===== config.mk =====
export PLATFORM = sky130hd
export DESIGN_NAME = utf8_to_utf16_transcoder_top_flat
export DESIGN_NICKNAME = d
export VERILOG_FILES = /design/src/hw/rtl/u2u_pkg.sv /design/src/hw/rtl/u2u_if.sv /design/src/hw/rtl/u2u_decode.sv /design/src/hw/rtl/u2u_outq.sv /design/src/hw/rtl/utf8_to_utf16_transcoder_top.sv /design/src/flat_wrapper.sv
export VERILOG_INCLUDE_DIRS = /design/src /design/src/hw/rtl
export SDC_FILE = /design/constraint.sdc
export NUM_CORES = 1
export LEC_CHECK = 0
export ABC_AREA = 1
export ABC_CLOCK_PERIOD_IN_PS = 3550
export BUFFER_PORTS_ARGS = -buffer_cell sky130_fd_sc_hd__buf_2
export CELL_PAD_IN_SITES_DETAIL_PLACEMENT = 0
export CELL_PAD_IN_SITES_GLOBAL_PLACEMENT = 1
export CORE_MARGIN = 2
export CORE_UTILIZATION = 43
export DETAILED_ROUTE_END_ITERATION = 8
export GPL_ROUTABILITY_DRIVEN = 0
export HOLD_SLACK_MARGIN = 0.02
export PLACE_DENSITY = 0.81
export SKIP_LAST_GASP = 1
export SYNTH_ARGS = -nofsm -noshare
export SYNTH_HDL_FRONTEND = slang
export SYNTH_SLANG_ARGS = --single-unit

===== constraint.sdc =====
create_clock -name clk_i -period 3.55 [get_ports clk_i]
set_clock_uncertainty 0.1 [all_clocks]
set_input_delay 0.355 -clock clk_i [delete_from_list [all_inputs] [get_ports clk_i]]
set_output_delay 0.355 -clock clk_i [all_outputs]
set_load 0.01 [all_outputs]

===== src/hw/rtl/utf8_to_utf16_transcoder_top_assert.svh =====
// assertion macros shared by the transcoder modules
`ifndef UTF8_TO_UTF16_TRANSCODER_TOP_ASSERT_SVH
`define UTF8_TO_UTF16_TRANSCODER_TOP_ASSERT_SVH
`ifndef NO_ASSERTIONS
// checked while out of reset
`define U2U_ASSERT(name, clk, rst_n, prop) \
  name: assert property (@(posedge clk) disable iff (!rst_n) prop) \
    else $error("%m: check failed");
// checked on every edge, reset included
`define U2U_ASSERT_NR(name, clk, prop) \
  name: assert property (@(posedge clk) prop) \
    else $error("%m: check failed");
`else
`define U2U_ASSERT(name, clk, rst_n, prop)
`define U2U_ASSERT_NR(name, clk, prop)
`endif
`endif


===== src/hw/rtl/u2u_pkg.sv =====
package u2u_pkg;

  // result kinds
  typedef enum logic [1:0] {
    KIND_UNIT  = 2'd0,
    KIND_ERROR = 2'd1,
    KIND_END   = 2'd2
  } kind_e;

  // error codes
  typedef enum logic [1:0] {
    ERR_NONE      = 2'd0,
    ERR_MISSING   = 2'd1,
    ERR_BAD_TRAIL = 2'd2,
    ERR_BAD_LEAD  = 2'd3
  } err_e;

  // byte ranges
  localparam logic [7:0] AsciiMax      = 8'h7F;
  localparam logic [7:0] LeadTwoMin    = 8'hC2;
  localparam logic [7:0] LeadTwoMax    = 8'hDF;
  localparam logic [7:0] LeadThreeMin  = 8'hE0;
  localparam logic [7:0] LeadThreeMax  = 8'hEF;
  localparam logic [7:0] LeadFourMin   = 8'hF0;
  localparam logic [7:0] LeadFourMax   = 8'hF4;
  localparam logic [7:0] TrailMin      = 8'h80;
  localparam logic [7:0] TrailMax      = 8'hBF;
  localparam logic [7:0] TrailMinAfterE0 = 8'hA0;
  localparam logic [7:0] TrailMinAfterF0 = 8'h90;
  localparam logic [7:0] TrailMaxAfterF4 = 8'h8F;

  // utf-16 constants
  localparam logic [20:0] BmpMax     = 21'h00FFFF;
  localparam logic [19:0] SuppBase   = 20'h10000;
  localparam logic [15:0] SurrHiBase = 16'hD800;
  localparam logic [15:0] SurrLoBase = 16'hDC00;

  // result queue geometry
  localparam int QDepth = 4;
  localparam int QPtrW  = $clog2(QDepth);
  localparam int QCntW  = $clog2(QDepth + 1);

  typedef struct packed {
    logic [1:0]  kind;
    logic [15:0] unit;
    logic [1:0]  error_code;
    logic        string_done;
    logic        run_last;
  } result_t;

  // results from one byte, up to two
  typedef struct packed {
    logic [1:0] count;
    result_t    res_a;
    result_t    res_b;
  } push_t;

endpackage


===== src/hw/rtl/u2u_if.sv =====
// byte channel
interface u2u_in_if;
  logic       valid;
  logic       ready;
  logic [7:0] in_byte;
  logic       end_mark;

  modport source (output valid, output in_byte, output end_mark, input ready);
  modport sink (input valid, input in_byte, input end_mark, output ready);
endinterface

// result channel
interface u2u_out_if;
  logic        valid;
  logic        ready;
  logic [1:0]  kind;
  logic [15:0] unit;
  logic [1:0]  error_code;
  logic        string_done;
  logic        run_last;

  modport source (output valid, output kind, output unit, output error_code,
                  output string_done, output run_last, input ready);
  modport sink (input valid, input kind, input unit, input error_code,
                input string_done, input run_last, output ready);
endinterface


===== src/hw/rtl/u2u_decode.sv =====
`include "utf8_to_utf16_transcoder_top_assert.svh"

module u2u_decode (
  input  logic            clk_i,
  input  logic            rst_ni,
  u2u_in_if.sink          in_i,
  input  logic            room_i,
  output u2u_pkg::push_t  push_o
);

  // input stage
  logic       stage_valid_q;
  logic [7:0] stage_byte_q;
  logic       stage_end_q;
  logic       consume;

  // sequence state
  logic [1:0]  bytes_left_q, bytes_left_d;
  logic [20:0] partial_point_q, partial_point_d;
  logic [7:0]  lead_value_q, lead_value_d;
  logic [1:0]  trail_position_q, trail_position_d;
  logic        bad_pending_q, bad_pending_d;
  logic        skipping_q, skipping_d;

  // decode temporaries
  u2u_pkg::push_t res;
  logic [7:0]  lo_bound;
  logic [7:0]  hi_bound;
  logic        t_bad;
  logic [20:0] t_point;
  logic [1:0]  t_left;
  logic [1:0]  need;
  logic [20:0] lead_bits;
  logic        lead_ok;

  function automatic u2u_pkg::result_t mk_res(input logic [1:0] kind,
                                              input logic [15:0] unit,
                                              input logic [1:0] code,
                                              input logic done,
                                              input logic last);
    u2u_pkg::result_t r;
    r.kind        = kind;
    r.unit        = unit;
    r.error_code  = code;
    r.string_done = done;
    r.run_last    = last;
    return r;
  endfunction

  function automatic u2u_pkg::push_t report(input logic [1:0] code, input logic endm);
    u2u_pkg::push_t p;
    p       = '0;
    p.count = 2'd1;
    p.res_a = mk_res(u2u_pkg::KIND_ERROR, 16'h0000, code, endm, 1'b1);
    return p;
  endfunction

  // single unit or surrogate pair
  function automatic u2u_pkg::push_t emit_point(input logic [20:0] cp, input logic endm);
    u2u_pkg::push_t p;
    logic [19:0] off;
    p   = '0;
    off = cp[19:0] - u2u_pkg::SuppBase;
    if (cp <= u2u_pkg::BmpMax) begin
      p.count = 2'd1;
      p.res_a = mk_res(u2u_pkg::KIND_UNIT, cp[15:0], u2u_pkg::ERR_NONE, endm, 1'b1);
    end else begin
      p.count = 2'd2;
      p.res_a = mk_res(u2u_pkg::KIND_UNIT, u2u_pkg::SurrHiBase + {6'b0, off[19:10]},
                       u2u_pkg::ERR_NONE, 1'b0, 1'b0);
      p.res_b = mk_res(u2u_pkg::KIND_UNIT, u2u_pkg::SurrLoBase + {6'b0, off[9:0]},
                       u2u_pkg::ERR_NONE, endm, 1'b1);
    end
    return p;
  endfunction

  // stage handshake
  assign consume    = stage_valid_q & room_i;
  assign in_i.ready = ~stage_valid_q | consume;

  always_ff @(posedge clk_i or negedge rst_ni) begin
    if (!rst_ni) begin
      stage_valid_q <= 1'b0;
    end else if (in_i.ready) begin
      stage_valid_q <= in_i.valid;
    end
  end

  always_ff @(posedge clk_i) begin
    if (in_i.ready && in_i.valid) begin
      stage_byte_q <= in_i.in_byte;
      stage_end_q  <= in_i.end_mark;
    end
  end

  // lead byte classes
  always_comb begin
    need      = 2'd0;
    lead_bits = '0;
    lead_ok   = 1'b0;
    if (stage_byte_q >= u2u_pkg::LeadTwoMin && stage_byte_q <= u2u_pkg::LeadTwoMax) begin
      need      = 2'd1;
      lead_bits = {16'b0, stage_byte_q[4:0]};
      lead_ok   = 1'b1;
    end else if (stage_byte_q >= u2u_pkg::LeadThreeMin &&
                 stage_byte_q <= u2u_pkg::LeadThreeMax) begin
      need      = 2'd2;
      lead_bits = {17'b0, stage_byte_q[3:0]};
      lead_ok   = 1'b1;
    end else if (stage_byte_q >= u2u_pkg::LeadFourMin &&
                 stage_byte_q <= u2u_pkg::LeadFourMax) begin
      need      = 2'd3;
      lead_bits = {18'b0, stage_byte_q[2:0]};
      lead_ok   = 1'b1;
    end
  end

  // trailing byte bounds and accumulation
  always_comb begin
    lo_bound = u2u_pkg::TrailMin;
    hi_bound = u2u_pkg::TrailMax;
    if (trail_position_q == 2'd0) begin
      if (lead_value_q == u2u_pkg::LeadThreeMin) begin
        lo_bound = u2u_pkg::TrailMinAfterE0;
      end else if (lead_value_q == u2u_pkg::LeadFourMin) begin
        lo_bound = u2u_pkg::TrailMinAfterF0;
      end else if (lead_value_q == u2u_pkg::LeadFourMax) begin
        hi_bound = u2u_pkg::TrailMaxAfterF4;
      end
    end
    t_bad   = bad_pending_q | (stage_byte_q < lo_bound) | (stage_byte_q > hi_bound);
    t_point = {partial_point_q[14:0], stage_byte_q[5:0]};
    t_left  = bytes_left_q - 2'd1;
  end

  // next state and results
  always_comb begin
    res              = '0;
    bytes_left_d     = bytes_left_q;
    partial_point_d  = partial_point_q;
    lead_value_d     = lead_value_q;
    trail_position_d = trail_position_q;
    bad_pending_d    = bad_pending_q;
    skipping_d       = skipping_q;
    if (skipping_q) begin
      if (stage_end_q) begin
        res.count  = 2'd1;
        res.res_a  = mk_res(u2u_pkg::KIND_END, 16'h0000, u2u_pkg::ERR_NONE, 1'b1, 1'b1);
        skipping_d = 1'b0;
      end
    end else begin
      // defaults for every path that closes a sequence
      bytes_left_d     = 2'd0;
      partial_point_d  = '0;
      lead_value_d     = '0;
      trail_position_d = 2'd0;
      bad_pending_d    = 1'b0;
      if (bytes_left_q == 2'd0) begin
        if (stage_byte_q <= u2u_pkg::AsciiMax) begin
          res = emit_point({13'b0, stage_byte_q}, stage_end_q);
        end else if (!lead_ok) begin
          res        = report(u2u_pkg::ERR_BAD_LEAD, stage_end_q);
          skipping_d = ~stage_end_q;
        end else if (stage_end_q) begin
          res = report(u2u_pkg::ERR_MISSING, stage_end_q);
        end else begin
          bytes_left_d    = need;
          partial_point_d = lead_bits;
          lead_value_d    = stage_byte_q;
        end
      end else if (t_left != 2'd0) begin
        if (stage_end_q) begin
          res = report(u2u_pkg::ERR_MISSING, stage_end_q);
        end else begin
          bytes_left_d     = t_left;
          partial_point_d  = t_point;
          lead_value_d     = lead_value_q;
          trail_position_d = trail_position_q + 2'd1;
          bad_pending_d    = t_bad;
        end
      end else if (t_bad) begin
        res        = report(u2u_pkg::ERR_BAD_TRAIL, stage_end_q);
        skipping_d = ~stage_end_q;
      end else begin
        res = emit_point(t_point, stage_end_q);
      end
    end
  end

  always_ff @(posedge clk_i or negedge rst_ni) begin
    if (!rst_ni) begin
      bytes_left_q     <= 2'd0;
      partial_point_q  <= '0;
      lead_value_q     <= '0;
      trail_position_q <= 2'd0;
      bad_pending_q    <= 1'b0;
      skipping_q       <= 1'b0;
    end else if (consume) begin
      bytes_left_q     <= bytes_left_d;
      partial_point_q  <= partial_point_d;
      lead_value_q     <= lead_value_d;
      trail_position_q <= trail_position_d;
      bad_pending_q    <= bad_pending_d;
      skipping_q       <= skipping_d;
    end
  end

  // results go to the queue only when a byte is consumed
  always_comb begin
    push_o = res;
    if (!consume) begin
      push_o.count = 2'd0;
    end
  end

  `U2U_ASSERT(a_skip_no_seq, clk_i, rst_ni, skipping_q |-> (bytes_left_q == 2'd0))
  `U2U_ASSERT(a_idle_clean, clk_i, rst_ni,
              (bytes_left_q == 2'd0) |-> (trail_position_q == 2'd0 && !bad_pending_q))
  `U2U_ASSERT(a_pair_units, clk_i, rst_ni,
              (push_o.count == 2'd2) |-> (push_o.res_a.kind == u2u_pkg::KIND_UNIT &&
                                          push_o.res_b.kind == u2u_pkg::KIND_UNIT &&
                                          !push_o.res_a.run_last))

endmodule


===== src/hw/rtl/u2u_outq.sv =====
`include "utf8_to_utf16_transcoder_top_assert.svh"

module u2u_outq (
  input  logic            clk_i,
  input  logic            rst_ni,
  input  u2u_pkg::push_t  push_i,
  output logic            room_o,
  u2u_out_if.source       out_o
);

  localparam logic [u2u_pkg::QCntW-1:0] DepthCnt = u2u_pkg::QCntW'(u2u_pkg::QDepth);
  localparam logic [u2u_pkg::QCntW-1:0] RoomMax  = u2u_pkg::QCntW'(u2u_pkg::QDepth - 2);

  u2u_pkg::result_t mem_q [u2u_pkg::QDepth];
  logic [u2u_pkg::QPtrW-1:0] wr_ptr_q, rd_ptr_q;
  logic [u2u_pkg::QCntW-1:0] count_q, count_after_pop;
  logic [u2u_pkg::QPtrW-1:0] wr_next;
  logic                      pop;
  u2u_pkg::result_t          head;

  // pop side
  assign pop             = out_o.valid & out_o.ready;
  assign count_after_pop = count_q - u2u_pkg::QCntW'(pop);
  assign room_o          = count_after_pop <= RoomMax;
  assign wr_next         = wr_ptr_q + u2u_pkg::QPtrW'(1);

  // entry writes
  always_ff @(posedge clk_i) begin
    if (push_i.count != 2'd0) begin
      mem_q[wr_ptr_q] <= push_i.res_a;
    end
    if (push_i.count == 2'd2) begin
      mem_q[wr_next] <= push_i.res_b;
    end
  end

  // pointers and fill count
  always_ff @(posedge clk_i or negedge rst_ni) begin
    if (!rst_ni) begin
      wr_ptr_q <= '0;
      rd_ptr_q <= '0;
      count_q  <= '0;
    end else begin
      wr_ptr_q <= wr_ptr_q + u2u_pkg::QPtrW'(push_i.count);
      if (pop) begin
        rd_ptr_q <= rd_ptr_q + u2u_pkg::QPtrW'(1);
      end
      count_q <= count_after_pop + u2u_pkg::QCntW'(push_i.count);
    end
  end

  // head of queue drives the result channel
  assign head              = mem_q[rd_ptr_q];
  assign out_o.valid       = count_q != '0;
  assign out_o.kind        = head.kind;
  assign out_o.unit        = head.unit;
  assign out_o.error_code  = head.error_code;
  assign out_o.string_done = head.string_done;
  assign out_o.run_last    = head.run_last;

  `U2U_ASSERT(a_count_bound, clk_i, rst_ni, count_q <= DepthCnt)
  `U2U_ASSERT(a_push_has_room, clk_i, rst_ni, (push_i.count != 2'd0) |-> room_o)
  `U2U_ASSERT(a_push_shows, clk_i, rst_ni,
              (count_q == '0 && push_i.count != 2'd0) |=> out_o.valid)

endmodule


===== src/hw/rtl/utf8_to_utf16_transcoder_top.sv =====
// UTF-8 to UTF-16 transcoder
// in_i carries one UTF-8 byte per item, with end_mark set on the last byte of
// a string. out_o carries result items: a UTF-16 code unit, an error report,
// or a bare end-of-string mark; string_done flags the final result of the
// end-marked byte and run_last the last result caused by each byte.
// Encoded surrogates pass through; code points above the BMP come out as a
// high then low surrogate, two result items for one byte.
// An accepted byte is registered in the input stage, then its results are
// written to the result queue, which drives out_o.
// Throughput: one byte per cycle while the queue has room; a byte closing a
// four-byte sequence gives two results, absorbed by the four-entry queue.
// in_i.ready drops only while the queue cannot take two more results.
// Reset clears the decode state and empties the queue; no clearing pass.
// When the receiver stalls, results wait in the queue and the input stage
// holds its byte until room opens up.
module utf8_to_utf16_transcoder_top (
  input  logic      clk_i,
  input  logic      rst_ni,
  u2u_in_if.sink    in_i,
  u2u_out_if.source out_o
);

  u2u_pkg::push_t push;
  logic           room;

  // byte decode and sequence state
  u2u_decode u_decode (
    .clk_i  (clk_i),
    .rst_ni (rst_ni),
    .in_i   (in_i),
    .room_i (room),
    .push_o (push)
  );

  // result queue
  u2u_outq u_outq (
    .clk_i  (clk_i),
    .rst_ni (rst_ni),
    .push_i (push),
    .room_o (room),
    .out_o  (out_o)
  );

endmodule

===== src/flat_wrapper.sv =====
// flat-port wrapper written by rule: the top's interface ports become plain ports
module utf8_to_utf16_transcoder_top_flat 
  (clk_i, rst_ni, in_i_valid, in_i_in_byte, in_i_end_mark, in_i_ready, out_o_valid, out_o_kind, out_o_unit, out_o_error_code, out_o_string_done, out_o_run_last, out_o_ready);
  u2u_in_if in_i_i ();
  u2u_out_if out_o_i ();
  input  logic clk_i;
  input  logic rst_ni;
  input wire logic [$bits(in_i_i.valid)-1:0] in_i_valid;
  input wire logic [$bits(in_i_i.in_byte)-1:0] in_i_in_byte;
  input wire logic [$bits(in_i_i.end_mark)-1:0] in_i_end_mark;
  output wire logic [$bits(in_i_i.ready)-1:0] in_i_ready;
  output wire logic [$bits(out_o_i.valid)-1:0] out_o_valid;
  output wire logic [$bits(out_o_i.kind)-1:0] out_o_kind;
  output wire logic [$bits(out_o_i.unit)-1:0] out_o_unit;
  output wire logic [$bits(out_o_i.error_code)-1:0] out_o_error_code;
  output wire logic [$bits(out_o_i.string_done)-1:0] out_o_string_done;
  output wire logic [$bits(out_o_i.run_last)-1:0] out_o_run_last;
  input wire logic [$bits(out_o_i.ready)-1:0] out_o_ready;
  assign in_i_i.valid = in_i_valid;
  assign in_i_i.in_byte = in_i_in_byte;
  assign in_i_i.end_mark = in_i_end_mark;
  assign in_i_ready = in_i_i.ready;
  assign out_o_valid = out_o_i.valid;
  assign out_o_kind = out_o_i.kind;
  assign out_o_unit = out_o_i.unit;
  assign out_o_error_code = out_o_i.error_code;
  assign out_o_string_done = out_o_i.string_done;
  assign out_o_run_last = out_o_i.run_last;
  assign out_o_i.ready = out_o_ready;
  utf8_to_utf16_transcoder_top u_core (.clk_i(clk_i), .rst_ni(rst_ni), .in_i(in_i_i), .out_o(out_o_i));
endmodule

==> results of run 1 <==
worst min-delay path, stage by stage:
cell,delay (ns)
buf_2,0.10
a21boi_0,0.17
xor2_1,0.14
layout make-up:
cell class	count	share of cell area [%]
clock buffer	19	5.25
clock inverter	13	1.61
inverter	81	3.72
multi-input combinational	557	35.2
sequential	134	44.1
tap	216	3.28
timing repair buffer	77	6.86
report_power, final:
group | leakage, nW | internal (mW) | total (mW) | switching, mW
registers | 1.38 | 2.13 | 2.41 | 0.276
logic | 1.83 | 0.965 | 2.91 | 1.95
clock network | 0.271 | 1.03 | 1.69 | 0.662
total | 3.47 | 4.12 | 7.01 | 2.88
synth_stat cells (all sizes together) (5+ instances only):
library cell,count
nand3,44
o21ai,92
a21oi,36
edfxtp,77
xor2,5
buf,18
o22ai,76
dfxtp,20
inv,78
ha,11
o211ai,7
nor2,104
nand2,162
dfrtp,37
nand4,5
clkbuf,25
worst paths after layout:
path                                                startpoint                                  end  cells past startpoint
min in group asynchronous                               rst_ni  u_core.u_decode.partial_point_q[14]                      2
max in group asynchronous                               rst_ni            u_core.u_outq.wr_ptr_q[0]                      2
setup / recovery           u_core.u_decode.trail_position_q[0]           u_core.u_outq.mem_q[1][10]                     19
hold / removal                                     out_o_ready            u_core.u_outq.rd_ptr_q[0]                      3
setup reg to reg           u_core.u_decode.trail_position_q[0]           u_core.u_outq.mem_q[1][10]                     19
hold reg to reg                     u_core.u_outq.mem_q[2][20]           u_core.u_outq.mem_q[2][20]                      2
cells by family (layout without fill, tap and decap cells):
group           count (synthesis)  count (layout)  synth area share (%)
compound gates                215             215                  17.6
fa+ha+maj                      12              12                  2.23
buf+inv                       124             190                  7.75
xor+xnor                        7               7                 0.869
simple gates                  323             323                  20.0
flops                         134             134                  51.6
registers in the layout, summed over array words and instances (netlist names):
name	count
u_core.u_outq.count_q	3
u_core.u_decode.trail_position_q	2
u_core.u_decode.bytes_left_q	2
u_core.u_outq.wr_ptr_q	2
u_core.u_decode.skipping_q	1
u_core.u_decode.partial_point_q	15
u_core.u_decode.bad_pending_q	1
u_core.u_decode.stage_end_q	1
u_core.u_outq.mem_q	88
u_core.u_decode.lead_value_q	8
u_core.u_decode.stage_valid_q	1
u_core.u_outq.rd_ptr_q	2
u_core.u_decode.stage_byte_q	8
per-stage QoR:
stage / power, mW / instances / instance area (sq um) / setup slack [ns]
after global placement: 5.23 / 1054 / 7540 / 0.133
final: 7.01 / 1097 / 8250 / 0.226
after global routing: 7.46 / 1097 / 8250 / 0.00926
after detailed placement: 5.32 / 1054 / 7540 / 0.0348
after CTS: 7.02 / 1097 / 8220 / 0.000230
after floorplan: 4.41 / 815 / 7060 / 0.0709
what timing repair did:
action                     in CTS  in global routing
setup buffers                   0                  0
resized for setup               0                  7
setup endpoints to repair       0                150
hold endpoints to repair       47                  0
hold buffers                   11                  0
layer usage:
metal / GRT usage [%] / vias up / part of all wire (%)
met1: 29.1 / 2858 / 44
met5: 0 / - / 0
met2: 34.8 / 197 / 48
met3: 4.34 / 30 / 6.0
li1: - / 2923 / -
met4: 9.06 / 0 / 2.1
==> impl_metrics.json, run 1 <==
{
  "p_per_area_nw_per_um2": 850,
  "ir_drop_mv": 0.347,
  "diodes": 0,
  "max_freq_ghz": 0.301,
  "fillers": 1497,
  "drtPass1Iterations": 5,
  "cp_slowest_cell": "dfrtp_1",
  "routed_via_density": 5.48,
  "overflow": 0,
  "syn_nets": 840,
  "rsz0062_at_grt": "no",
  "cts-root-buf": "clkbuf_16",
  "die_h_microns": 132,
  "syn2layout_area_growth_pct": 16.9,
  "synth_seq_cells": 134,
  "synth_edf_count": 77,
  "cp-end-kind": "register",
  "cp_max_fo": 8,
  "crit_chain": "inv_1 -> ha_1 -> inv_1 -> nor3_2 -> inv_1 -> nor4_4 -> ha_1 -> a21oi_1 -> nand2_1 -> a21oi_1 -> nand2_1 -> inv_2 -> nand2_4 -> nor2_8 -> nand2_4 -> nand2_4 -> nand2_1 -> buf_4 -> o21ai_0",
  "grt_pass1_vias": 5599,
  "synthArstFlopShare_pct": 27.6,
  "cp.required_ns": 3.65,
  "worstMarginPinSlew_ns": 0.867,
  "ys_types": 38,
  "grt_usage_pct": 21.8,
  "finalSetupViolations": 0,
  "clockBufferDepth": 2,
  "ctsHtreeMaxLevel": 4,
  "hpwl_microns": 13300,
  "routed_wl_microns": 18700,
  "vias": 6008,
  "finalMaxSlewViolations": 0,
  "critPathMaxStageDelay_ns": 0.36,
  "clk_latency_ns": 0.42,
  "finalHoldViolations": 0,
  "io_pins": 37,
  "wl_per_cell_microns": 17.1,
  "drc": 0,
  "seqCellArea_sq_um": 3640,
  "yosys.area.top_type": "edfxtp_1",
  "core_area_sq_um": 15900,
  "final_cell_mix": "151 x nand2_1, 95 x nor2_1, 77 x edfxtp_1",
  "fin_crit_ns": 3.32,
  "die_w_microns": 132,
  "portBuffers": 36,
  "yosysTopAreaCellShare_pct": 32.8,
  "outcome": "completed",
  "nets": 893,
  "path_buf_inv": 5,
  "syn_area_sq_um": 7060,
  "ys.flop_type": "edfxtp_1",
  "cts_tree": "built",
  "grt_start_max_net_pins": 46,
  "avgSynthCellArea_sq_um": 8.66,
  "layout-drive-gt1-share_pct": 15.2,
  "relSlewSlack_pct": 42.2,
  "antenna_found_initial": 0,
  "rrSetupSlack_ns": 0.23,
  "die_area_sq_um": 17500,
  "final.setup.tns_ns": 0,
  "ant_nets": 0,
  "cts.sinks": 134,
  "synth_area_leaders": "edfxtp_1 33%, dfrtp_1 13%, nand2_1 8.0%",
  "cp_top_family": "simple AND/OR/NAND/NOR gates",
  "critical_path_class": "register to register",
  "fp-row-count": 46,
  "cts_buffers": 17,
  "hp-class": "primary input to register",
  "maxCapViolCount": 0,
  "yosys_warnings": 0,
  "grt_first_pass_wirelength_microns": 29800,
  "setup.worst_path.start_class": "register",
  "drt_iter0_drc": 540,
  "leakage_nw": 3.47,
  "synthCells": 815,
  "holdWs_ns": 0.288,
  "clkTransAtPathRegs_ns": 0.06,
  "start_util_pct": 44.3,
  "worst-endpoint-arrival_ns": 3.42,
  "final_common_cell": "nand2_1",
  "multi_input_comb_area_sq_um": 2900,
  "post-route-util_pct": 51.7,
  "synth.yosys.seq_area_share_pct": 51.6,
  "finalCritPeriodShare_pct": 93.6
}
Power figures use the tool's default switching activity.
==> inputs of run 2 (changes only) <==
--- a/config.mk
+++ b/config.mk
@@ -9,14 +9,15 @@
 export ABC_AREA = 1
 export ABC_CLOCK_PERIOD_IN_PS = 3550
 export BUFFER_PORTS_ARGS = -buffer_cell sky130_fd_sc_hd__buf_2
-export CELL_PAD_IN_SITES_DETAIL_PLACEMENT = 0
-export CELL_PAD_IN_SITES_GLOBAL_PLACEMENT = 1
+export CELL_PAD_IN_SITES_DETAIL_PLACEMENT = 2
+export CELL_PAD_IN_SITES_GLOBAL_PLACEMENT = 2
 export CORE_MARGIN = 2
-export CORE_UTILIZATION = 43
+export CORE_UTILIZATION = 34
 export DETAILED_ROUTE_END_ITERATION = 8
 export GPL_ROUTABILITY_DRIVEN = 0
 export HOLD_SLACK_MARGIN = 0.02
-export PLACE_DENSITY = 0.81
+export PLACE_DENSITY = 0.79
+export RECOVER_POWER = 25
 export SKIP_LAST_GASP = 1
 export SYNTH_ARGS = -nofsm -noshare
 export SYNTH_HDL_FRONTEND = slang
==> run 2 against run 1 <==
  * The run now ends with max-capacitance violations, max-slew violations, negative setup slack left
  * Combinational power increased by 41%
  * Clock-buffer cell count down 2
  * Global-route usage increased by 3.2 points
  * Clock power increased by 18%
  * Via count increased by 19%
  * Critical path depth grew 1
  * Core utilization is 5.4 points lower
  * Worst setup slack got worse by 0.46 ns
  * Final area is 14% higher
  * Register-to-register slack worse by 0.46 ns
  * Maximum frequency decreased by 12%
  * Critical endpoint unchanged
  * Highest routed layer unchanged
==> impl_metrics.json, run 2 (same netlist as run 1, synthesis figures left out) <==
{
  "rsz0062_at_grt": "yes",
  "antenna_found_initial": 1,
  "start_util_pct": 34.8,
  "finalHoldViolations": 0,
  "holdWs_ns": 0.0526,
  "fin_ws_ns": -0.236,
  "grt_usage_pct": 25.0,
  "wl_per_cell_microns": 29.6,
  "stdcell_area_sq_um": 9420,
  "met2_usage_pct": 45.0,
  "worstRegToRegCells": 20,
  "portBuffers": 36,
  "die_w_microns": 148,
  "seqPwrFrac_pct": 28.8,
  "p_int_mw": 4.54,
  "fin_crit_ns": 3.79,
  "grt_pass1_vias": 6945,
  "post-route-util_pct": 46.4,
  "setup.worst_path.start_class": "register",
  "ctsHtreeMaxLevel": 4,
  "clkTransAtPathRegs_ns": 0.07,
  "maxCapViolCount": 1,
  "hp-class": "primary input to register",
  "worst-endpoint-arrival_ns": 3.96,
  "comb_power_share_pct": 48.0,
  "drtPass1Iterations": 5,
  "outcome": "finished, violations left",
  "switching_share_pct": 47.0,
  "violations": "max-capacitance violations, max-slew violations, negative setup slack",
  "hold_depth": 3,
  "finalMaxSlewViolations": 38,
  "finalSetupViolations": 81,
  "syn2layout_area_growth_pct": 33.4,
  "largest-register": "u_core.u_outq.mem_q",
  "p_switching_mw": 4.03,
  "core_area_sq_um": 20300,
  "cp-end-kind": "register",
  "fillers": 2148,
  "worstMarginPinSlew_ns": 2.34,
  "final.setup.tns_ns": -5.16,
  "grt_start_max_net_pins": 46,
  "reg.largest.list": "u_core.u_outq.mem_q: 88 flops, u_core.u_decode.partial_point_q: 15 flops",
  "ir_drop_mv": 0.475,
  "final_cell_mix": "135 x nand2_1, 94 x nor2_1, 77 x edfxtp_1",
  "io_pins": 37,
  "cts_buffers": 17,
  "cts-root-buf": "clkbuf_16",
  "critical_path_class": "register to register",
  "clockBufferDepth": 2,
  "ant_nets": 0,
  "met1_usage_pct": 30.4,
  "overflow": 0,
  "p_per_area_nw_per_um2": 911,
  "cp.required_ns": 3.73,
  "place_area_sq_um": 7640,
  "routed_via_density": 5.94,
  "top_usage_layer": "met2",
  "vias": 7134,
  "cp_max_fo": 7,
  "cts.sinks": 134,
  "drt_iter0_drc": 690,
  "cts_tree": "built",
  "die_area_sq_um": 21900,
  "clk_latency_ns": 0.47,
  "leakage_nw": 3.87,
  "drc": 0,
  "finalCritPeriodShare_pct": 107,
  "grtUsageMet3_pct": 4.91,
  "clock_power_share_pct": 23.2,
  "fp-row-count": 52,
  "relSlewSlack_pct": -55.7,
  "layout-drive-gt1-share_pct": 24.8,
  "die_h_microns": 148,
  "largest_reg_flops": 88,
  "grt_first_pass_wirelength_microns": 41400,
  "nets": 942,
  "max_freq_ghz": 0.264,
  "final_common_cell": "nand2_1",
  "routed_wl_microns": 35500,
  "hpwl_microns": 17500
}
## run 2: worst max-delay path, stage by stage (launching register included)
cell      delay, ns
dfrtp_1        0.37
inv_2          0.08
ha_4           0.13
inv_2          0.04
nor3_4         0.23
inv_2          0.07
nor4_4         0.25
ha_1           0.33
a21oi_2        0.17
nand2_1        0.10
a21oi_2        0.15
nand2_2        0.11
buf_4          0.15
nor2_1         0.15
buf_4          0.20
o211ai_1       0.18
nand2_1        0.12
nand2_1        0.17
inv_1          0.17
nand2_1        0.09
o21ai_0        0.24
## run 2: through the flow
step / worst slack [ns] / total power, mW / std cells
6_report: -0.236 / 8.57 / 1201
3_5_place_dp: -0.157 / 5.58 / 1112
3_3_place_gp: 0.131 / 5.45 / 1112
5_1_grt: -0.383 / 8.89 / 1201
2_1_floorplan: 0.0709 / 4.41 / 815
4_1_cts: 0.00510 / 7.58 / 1153
## run 2: final timing paths
kind | startpoint | endpoint | slack [ns]
max in group asynchronous | rst_ni | u_core.u_outq.rd_ptr_q[0] | 0.98
hold reg to reg | u_core.u_outq.mem_q[2][21] | u_core.u_outq.mem_q[2][21] | 0.39
min in group asynchronous | rst_ni | u_core.u_decode.bad_pending_q | 1.03
setup / recovery | u_core.u_decode.trail_position_q[0] | u_core.u_outq.mem_q[1][10] | -0.24
hold / removal | in_i_valid | u_core.u_decode.stage_valid_q | 0.05
setup reg to reg | u_core.u_decode.trail_position_q[0] | u_core.u_outq.mem_q[1][10] | -0.24
## run 2: metal layers
| metal | up-vias | share of wire, % |
|---|---|---|
| li1 | 3020 | - |
| met5 | - | 0 |
| met4 | 0 | 4.1 |
| met1 | 3722 | 40 |
| met2 | 281 | 51 |
| met3 | 111 | 4.9 |
## run 2: power by group through the flow
stage / Combinational [mW] / Clock [mW] / Sequential, mW
2_1_floorplan: 2.10 / 0 / 2.31
3_3_place_gp: 3.04 / 0 / 2.41
3_5_place_dp: 3.14 / 0 / 2.44
4_1_cts: 3.22 / 1.94 / 2.41
5_1_grt: 4.35 / 2.05 / 2.49
6_report: 4.11 / 1.99 / 2.47
## run 2: cell type report
cell class / count / area (sq um) / area share [%]
well taps: 270 / 338 / 3.59
diodes: 1 / 2.50 / 0.0266
multi-input cells: 557 / 3240 / 34.4
repair buffers: 126 / 1270 / 13.4
inverters: 81 / 314 / 3.34
flip-flops and latches: 134 / 3640 / 38.6
clock inverters: 15 / 190 / 2.02
clock buffers: 17 / 425 / 4.52
## run 2: repair_timing
item	in CTS	in global routing
pin swaps	1	21
buffers inserted	0	35
gates cloned	0	12
resized for setup	6	117
hold buffers	9	0
endpoints found under the hold margin	45	0
endpoints found under the setup margin	156	155
